## src/hw/rtl/slt_pkg.sv

```systemverilog
// shared types and constants for the sorted label table
`timescale 1ns / 1ps

package slt_pkg;

   // fixed item field widths
   localparam int KEY_BITS      = 32;
   localparam int POS_BITS      = 9;
   localparam int COUNT_BITS    = 9;
   localparam int STATUS_BITS   = 2;
   localparam int RSP_DATA_BITS = 24;

   localparam logic MODE_LOOKUP = 1'b0;
   localparam logic MODE_INSERT = 1'b1;

   typedef enum logic [STATUS_BITS-1:0] {
      STATUS_OK   = 2'd0,
      STATUS_DUP  = 2'd1,
      STATUS_FULL = 2'd2
   } slt_status_type;

   typedef enum logic [2:0] {
      ST_IDLE,
      ST_SEARCH,
      ST_COMPARE,
      ST_DECIDE,
      ST_SHIFT,
      ST_KEY,
      ST_FINISH
   } slt_state_type;

   // controller to datapath
   typedef struct packed {
      logic load;
      logic srch_issue;
      logic srch_cmp;
      logic srch_miss;
      logic mark_dup;
      logic mark_full;
      logic shift_init;
      logic shift_step;
      logic key_write;
      logic rsp_load;
   } slt_cmd_type;

   // datapath to controller
   typedef struct packed {
      logic range_open;
      logic cmp_hit;
      logic mode_ins;
      logic is_hit;
      logic table_full;
      logic shift_done;
      logic out_free;
   } slt_stat_type;

endpackage

```

## src/hw/rtl/slt_ctrl.sv

```systemverilog
// controller state machine of the sorted label table
`timescale 1ns / 1ps

module slt_ctrl (
   input  logic                  clock,
   input  logic                  reset,
   input  logic                  req_tvalid,
   output logic                  req_tready,
   input  slt_pkg::slt_stat_type stat,
   output slt_pkg::slt_cmd_type  cmd
);
   import slt_pkg::*;

   slt_state_type state_ff, state_in;

   always_comb begin
      state_in = state_ff;
      unique case (state_ff)
         ST_IDLE: begin
            if (req_tvalid) state_in = ST_SEARCH;
         end
         ST_SEARCH: begin
            state_in = stat.range_open ? ST_COMPARE : ST_DECIDE;
         end
         ST_COMPARE: begin
            state_in = stat.cmp_hit ? ST_DECIDE : ST_SEARCH;
         end
         ST_DECIDE: begin
            if (!stat.mode_ins || stat.is_hit || stat.table_full) begin
               state_in = ST_FINISH;
            end else begin
               state_in = ST_SHIFT;
            end
         end
         ST_SHIFT: begin
            if (stat.shift_done) state_in = ST_KEY;
         end
         ST_KEY: begin
            state_in = ST_FINISH;
         end
         ST_FINISH: begin
            if (stat.out_free) state_in = ST_IDLE;
         end
         default: begin
            state_in = ST_IDLE;
         end
      endcase
   end

   always_comb begin
      cmd        = '0;
      req_tready = 1'b0;
      unique case (state_ff)
         ST_IDLE: begin
            // no item is taken while reset is held
            req_tready = ~reset;
            cmd.load   = req_tvalid & ~reset;
         end
         ST_SEARCH: begin
            cmd.srch_issue = stat.range_open;
            cmd.srch_miss  = ~stat.range_open;
         end
         ST_COMPARE: begin
            cmd.srch_cmp = 1'b1;
         end
         ST_DECIDE: begin
            // duplicate check comes before the full check
            if (stat.mode_ins) begin
               if (stat.is_hit) begin
                  cmd.mark_dup = 1'b1;
               end else if (stat.table_full) begin
                  cmd.mark_full = 1'b1;
               end else begin
                  cmd.shift_init = 1'b1;
               end
            end
         end
         ST_SHIFT: begin
            cmd.shift_step = 1'b1;
         end
         ST_KEY: begin
            cmd.key_write = 1'b1;
         end
         ST_FINISH: begin
            cmd.rsp_load = stat.out_free;
         end
         default: begin
            cmd = '0;
         end
      endcase
   end

   always_ff @(posedge clock) begin
      if (reset) begin
         state_ff <= ST_IDLE;
      end else begin
         state_ff <= state_in;
      end
   end

endmodule

```

## config.mk

```make
export PLATFORM = sky130hd
export DESIGN_NAME = slt_ctrl
export DESIGN_NICKNAME = d
export VERILOG_FILES = /design/src/hw/rtl/slt_pkg.sv /design/src/hw/rtl/slt_ctrl.sv
export SDC_FILE = /design/constraint.sdc
export NUM_CORES = 1
export LEC_CHECK = 0
export BUFFER_PORTS_ARGS = -buffer_cell sky130_fd_sc_hd__buf_2
export CORE_AREA = 2 2 39 41
export CTS_CLUSTER_DIAMETER = 50
export DETAILED_ROUTE_END_ITERATION = 8
export DIE_AREA = 0 0 41 43
export SETUP_SLACK_MARGIN = 0.02
export SYNTH_ARGS = -nofsm -noshare
export SYNTH_HDL_FRONTEND = slang
export SYNTH_SLANG_ARGS = --single-unit
```

## constraint.sdc

```tcl
create_clock -name clock -period 2.8 [get_ports clock]
set_clock_uncertainty 0.2 [all_clocks]
set_input_delay 0 -clock clock [delete_from_list [all_inputs] [get_ports clock]]
set_output_delay 0 -clock clock [all_outputs]
set_load 0.05 [all_outputs]
```

---- After elaboration in Yosys (flattened, before gate mapping) ----
Index checks and enable logic that the tools add are counted.
W data, S select, Z words.
operators by class
  shift operators ......................... 0
  equality and inequality tests ........... 9
  $mul .................................... 0
  order comparisons ....................... 0
  divide/modulo/power cells ............... 0
  bitwise gates (word level) .............. 3
  reductions and logical operators ........ 5
  add/sub/neg operators ................... 0
  multiplexer cells ....................... 21
operators with widths
  kind                  count
  $pmux W3 S7           1
  $mux W3               5
  $mux W1               12
  $eq A3 B3 Y1 const B  3
  $eq A3 B2 Y1 const B  2
  $mux W2               3
  $ne A2 B2 Y1 const B  3
  $eq A3 B1 Y1 const B  1
  $logic_not A3 Y1      1
  $reduce_and A3 Y1     1
  $logic_or A1 B1 Y1    2
  $not A1 Y1            2
  $and A1 B1 Y1         1
  $logic_not A1 Y1      1
storage, ports and cells
  ROM bits ................................ 0
  RAM bits ................................ 0
  bits in latches ......................... 0
  word-level logic and storage cells ...... 39
  memories ................................ 0
  bits of input ports ..................... 10
  output and inout bits ................... 11
  register bits after elaboration ......... 3

---- Depth between registers and ports, before layout ----
Gate-level depths: netlist of the first run.
  word-level depth ........................ 5
  depth in mapped cells ................... 4
  depth with buffers taken out ............ 3

---- Worst setup path before layout of the first run ----
Ideal clock, no wire load.
  kind .................................... reg-to-output
  start ................................... reg state_ff[2]
  end ..................................... out cmd[8] (netlist name)
  path buffers ............................ 1
  data required time ...................... 2.600 ns
  path slack .............................. 0.559 ns
  arrival ................................. 2.041 ns
  stages on the path, launching flop included .. 3
  cell sequence ........................... dfxtp_1 > buf_2 > nor4bb_1
RTL lines
  what                    RTL line        RTL
  from (decl)             slt_ctrl.sv:14  slt_state_type state_ff, state_in;
  from (signal assigned)  slt_ctrl.sv:97  state_ff <= state_in;
  to (decl)               slt_ctrl.sv:10  output slt_pkg::slt_cmd_type cmd

---- Final worst setup path of the first run ----
  start ................................... reg state_ff[1]
  end ..................................... reg state_ff[1]
on the way
  word-level cells in the longest chain between the ends .. 3
  elaborated cells between the ends (all ways) .. 12
  classes of those cells .................. 9 x eq/ne; 1 x mux; 2 x reduce/logical
ends and longest elaborated chain
  what                                                     RTL line        RTL
  $eq A3 B3 Y1 / $logic_not A3 Y1 (equally long branches)  slt_ctrl.sv:18  unique case (state_ff)
  $ne A2 B2 Y1 (no source line)                            n/a
  $reduce_and A3 Y1 (no source line)                       n/a
Several ways; a longest one is shown, not always the timed one.
A chain may end at the register's enable or synchronous reset.

==> results of run 1 <==
-- worst max-delay path by stage --
stage,to,slack (ns)
2_1_floorplan,cmd[8],0.56
3_3_place_gp,cmd[4],1.39
3_5_place_dp,state_ff[1],1.34
4_1_cts,state_ff[1],0.45
5_1_grt,state_ff[1],0.29
6_report,state_ff[1],0.44
-- stage by stage --
step                      instances  power (W)  cell area [sq um]
after CTS                        80  0.0002105              462.9
after detailed placement         69  0.0001202              366.6
after global placement           69  0.0001190              366.6
after global routing             80  0.0002198              462.9
after floorplan                  36  0.0001037              264.0
final                            80  0.0002068              462.9
-- Yosys cell counts --
cell      number
nor4bb_1       1
a21oi_1        3
nor2_1         6
dfxtp_1        3
a21boi_1       1
nor4_2         1
nand3b_1       1
o31ai_1        1
and3b_1        1
nor4b_2        1
nand4b_1       1
buf_2          2
nor3b_1        1
a31oi_1        1
nor3_1         1
nand2b_1       1
o21ai_0        2
inv_1          1
buf_4          1
and2_1         2
or3b_1         1
nand2_1        3
-- where the power goes --
group | switching, W | total [W] | internal, W | leakage, nW
Sequential | 0.0000108 | 0.0000574 | 0.0000466 | 0.0247
Combinational | 0.0000421 | 0.0000722 | 0.0000300 | 0.186
Clock | 0.0000237 | 0.0000772 | 0.0000535 | 0.0150
Total | 0.0000766 | 0.000207 | 0.000130 | 0.226
-- per-layer routing --
| layer | vias up | share of wire (%) | track usage (%) |
|---|---|---|---|
| met1 | 150 | 46 | 13.42 |
| met2 | 15 | 44 | 13.75 |
| met5 | - | 0 | 0 |
| met4 | 0 | 0 | 8.000 |
| met3 | 0 | 9.8 | 0.5236 |
| li1 | 183 | - | - |
-- area by class of cell --
cell class / count / area share [%]
clock buffer: 4 / 5.676
inverter: 1 / 0.8108
multi-input combinational: 29 / 39.46
sequential: 3 / 12.97
tap: 16 / 4.324
timing repair buffer: 27 / 36.76
-- cells by family after synthesis --
family	Yosys count	synth area share, %
and+or+nand+nor	21	51.66
AOI/OAI and AO/OA	8	17.54
buffers and inverters	4	8.057
DFF	3	22.75
-- what timing repair did --
action / 4_1_cts / 5_1_grt
hold endpoints to repair: 3 / 0
resized for setup: 0 / 0
hold buffers: 7 / 0
-- worst min-delay path, cell delays in order --
cell,delay [ns]
buf_2,0.09
nor4b_2,0.04
buf_2,0.20
-- layout by cell type (no fill, tap or decap), types with 2 or more instances in the layout --
master / netlist / routed
buf_2: 2 / 20
dlygate4sd3_1: 0 / 7
nor2_1: 6 / 6
nand2_1: 3 / 3
a21oi_1: 3 / 3
clkbuf_4: 0 / 3
dfxtp_1: 3 / 3
and2_1: 2 / 2
o21ai_0: 2 / 2
==> qor.txt, run 1 <==
Vias/cell: 4.350
post-synth net total: 46
P_leak: 0.2259 nW
peak ir drop on the vdd network: 0.1121 mV
r2r worst-path depth: 5
area leader, netlist: dfxtp_1
Max Clock Freq: 0.4238 GHz
HP Start: stat[6]
post-CTS setup buffers: 0
crit start category: flop
syn_area_per_cell: 7.333 sq um
1st-iter DRT viols: 2
drt pass-1 iters: 4
RSZ-0062 raised after global routing: no
delay-heaviest family, CP: buffers and inverters
Antenna Cells: 0
Worst path depth: 5
I/O pin count: 21
final max-slew violation count: 0
Largest regs: state_ff: 3 flops
Setup crit start: state_ff[1]
CTS root buffer: clkbuf_4
PD cells: 446.7 nW/um^2
H-tree levels: 1
drt drc: 0
wire per inst: 9.700 um
distinct cell type count after synthesis: 22
pin count of the biggest net entering global routing: 15
max reg flops: 3
Hold Slack: 0.1380 ns
Data arrival, critical path: 2.28 ns
port buffer count: 20
CP max stage cell: dlygate4sd3_1
aggregate global routing overflow: 0
Crit path required time: 2.72 ns
Worst-Skew Late Latency: 0.23 ns
relative slew slack: 70.37%
dpl ws: 1.336 ns
area delta synth->final: 75.36%
crit end category: flop
post-synthesis sequential area ratio: 22.75%
R2R Setup Slk: 0.44 ns
all-layer global routing usage: 9.920%
post-layout min period: 2.359 ns
Reg2Reg Launch Point: state_ff[1]
CP max stage delay: 0.57 ns
#FFs+latches synth: 3
sum of negative setup slack: 0 ns
CTS tree: done
fillers: 149
synthesized instance count: 36
first-pass GRT wire length: 1221 um
Setup WS post-layout: 0.4407 ns
cell chain of the critical path: nand2_1 > o31ai_1 > dlygate4sd3_1 > a21oi_1 > dlygate4sd3_1
clk buf depth: 2
vias in the first global route: 323
Core ar.: 1384 sq um
number of max-cap violations: 0
worst flop-to-flop path endpoint: state_ff[1]
Hold Fails Final Rpt: 0
Crit Path Max Fanout: 12
area of the multi-input gates: 182.7 sq um
total CTS buffers: 3
Vert. Die Dim: 43 um
Clock Sinks: 3
# setup viols final: 0
hpwl dp: 541.9 um
Final Util: 33.45%
die span in x: 41 um
Top reg by flops: state_ff
Final period util: 84.26%
die area: 1763 sq um
total area of sequential cells: 60.06 sq um
Hold Crit Endpoint: cmd[6]
DRT antenna net count: 0
GP Congestion: 0.7140
min-delay worst type: input pin to output pin
clock slew at the register clock pins of the worst setup and hold paths: 0.04 ns
Slew @ Worst Pin: 0.4438 ns
Initial Util: 19.08%
Hold Path Stages: 3
most area-consuming cells after synthesis: dfxtp_1, nor2_1, a21oi_1
initial antenna violation count: 0
Post-Route WL: 776 um
CP dominant cell by count: dlygate4sd3_1
final-stage net count: 75
via count: 348
status: finished clean
row count: 14
CP Buf/Inv Count: 2
netlist area before placement: 264.0 sq um
Yosys top cell area share: 22.75%
share of cells above drive strength 1: 39.06%
Yosys warning total: 0
Crit Path Category: flop to flop
(Power assumes the default switching activity.)
==> inputs of run 2 (changes only) <==
- clock period: 2.8 -> 2 ns (I/O delays scaled with it)
==> run 2 against run 1 <==
Effect of this change:
- maximum frequency is 25% higher
- global-route usage is 0.13 points higher
- sequential share of layout area is 0.18 points higher
- setup slack worse by 0.32 ns
==> qor.txt, run 2 (synthesized netlist as in run 1, its figures left out) <==
status: finished clean (unchanged)
GP Congestion: 0.6676 (was 0.7140)
Crit Path Max Fanout: 12 (unchanged)
max reg flops: 3 (unchanged)
drt pass-1 iters: 4 (unchanged)
first-pass GRT wire length: 1193 um (was 1221 um)
number of max-cap violations: 0 (unchanged)
all-layer global routing usage: 10.05% (was 9.920%)
pin count of the biggest net entering global routing: 15 (unchanged)
DRT antenna net count: 0 (unchanged)
Post-Route WL: 831 um (was 776 um)
Final Util: 34.36% (was 33.45%)
port buffer count: 20 (unchanged)
CTS root buffer: clkbuf_4 (unchanged)
final-stage net count: 74 (was 75)
min-delay worst type: input pin to output pin (unchanged)
RSZ-0062 raised after global routing: yes (was no)
hpwl dp: 601.5 um (was 541.9 um)
I/O pin count: 21 (unchanged)
Crit Path Category: flop to flop (unchanged)
Vert. Die Dim: 43 um (unchanged)
Hold Fails Final Rpt: 0 (unchanged)
Core ar.: 1384 sq um (unchanged)
commonest non-fill, non-tap cells in the layout: buf_2, nor2_1, dlygate4sd3_1 (was buf_2, dlygate4sd3_1, nor2_1)
total chip power: 0.0002932 W (was 0.0002068 W)
post-layout min period: 1.883 ns (was 2.359 ns)
via count: 354 (was 348)
die span in x: 41 um (unchanged)
relative slew slack: 68.37% (was 70.37%)
CTS tree: done (unchanged)
Initial Util: 19.08% (unchanged)
aggregate global routing overflow: 0 (unchanged)
vias in the first global route: 285 (was 323)
row count: 14 (unchanged)
final max-slew violation count: 0 (unchanged)
total CTS buffers: 3 (unchanged)
wire per inst: 10.52 um (was 9.700 um)
Vias/cell: 4.481 (was 4.350)
# setup viols final: 0 (unchanged)
Top reg by flops: state_ff (unchanged)
Max Clock Freq: 0.5309 GHz (was 0.4238 GHz)
Hold Slack: 0.1510 ns (was 0.1380 ns)
Clock Sinks: 3 (unchanged)
1st-iter DRT viols: 5 (was 2)
Worst-Skew Late Latency: 0.23 ns (about the same)
area delta synth->final: 80.09% (was 75.36%)
clk buf depth: 2 (unchanged)
H-tree levels: 1 (unchanged)
PD cells: 616.6 nW/um^2 (was 446.7 nW/um^2)
clock slew at the register clock pins of the worst setup and hold paths: 0.04 ns (about the same)
drt drc: 0 (unchanged)
sum of negative setup slack: 0 ns (unchanged)
die area: 1763 sq um (unchanged)
P_leak: 0.2217 nW (was 0.2259 nW)
post-CTS setup buffers: 0 (unchanged)
crit start category: flop (unchanged)
initial antenna violation count: 0 (unchanged)
peak ir drop on the vdd network: 0.1836 mV (was 0.1121 mV)
Largest regs: state_ff: 3 flops (unchanged)
Data arrival, critical path: 1.85 ns (was 2.28 ns)
Final period util: 94.17% (was 84.26%)
Crit path required time: 1.97 ns (was 2.72 ns)
leading cell type in the layout, fill and taps excluded: buf_2 (unchanged)
crit end category: flop (unchanged)
Antenna Cells: 0 (unchanged)
share of cells above drive strength 1: 46.03% (was 39.06%)
Slew @ Worst Pin: 0.4738 ns (was 0.4438 ns)
fillers: 158 (was 149)
==> run 2: cell count changes in the layout (fill, tap and decap cells not counted), sizes merged <==
| cell | delta |
|---|---|
| dlygate4sd3 | -1 |
==> run 2: routing by layer <==
layer / global-route usage (%) / wire (um)
met3: 1.571 / 46
met4: 6.000 / 10
met2: 15.63 / 394
met5: 0 / 0
met1: 12.26 / 379
==> run 2: cell type report <==
cell class,instances,area (sq um),area share (%)
Clock buffer,4,26.28,5.526
Inverter,1,3.754,0.7895
Multi-Input combinational cell,29,202.7,42.63
Sequential cell,3,62.56,13.16
Tap cell,16,20.02,4.211
Timing Repair Buffer,26,160.2,33.68
==> run 2: critical path: stages (launching register included) <==
cell	delay, ns
dfxtp_1	0.44
nor4b_2	0.38
a31oi_1	0.08
a21oi_1	0.16
dlygate4sd3_1	0.56
==> run 2: power breakdown <==
part           internal [W]  switching (W)
Combinational     0.0000434      0.0000598
Sequential        0.0000660      0.0000174
Clock             0.0000748      0.0000318
==> run 2: metrics by stage <==
step	setup WS, ns	cell area [sq um]	cells
floorplan	-0.01728	284.0	36
global placement	0.5160	386.6	69
detailed placement	0.4812	386.6	69
CTS	0.06587	473.0	79
global route	0.006462	475.5	79
finish	0.1165	475.5	79
==> run 2: repair_timing <==
| action | CTS | global route |
|---|---|---|
| setup endpoints to repair | 0 | 1 |
| resized for setup | 0 | 2 |
| hold buffers | 6 | 0 |
| endpoints found under the hold margin | 3 | 0 |
==> run 2: final timing paths <==
kind	startpoint	to	slack, ns	cells past startpoint
setup / recovery	state_ff[1]	state_ff[0]	0.12	4
hold / removal	stat[6]	cmd[6]	0.15	3
setup reg to reg	state_ff[1]	state_ff[0]	0.12	4
hold reg to reg	state_ff[0]	state_ff[2]	0.38	2
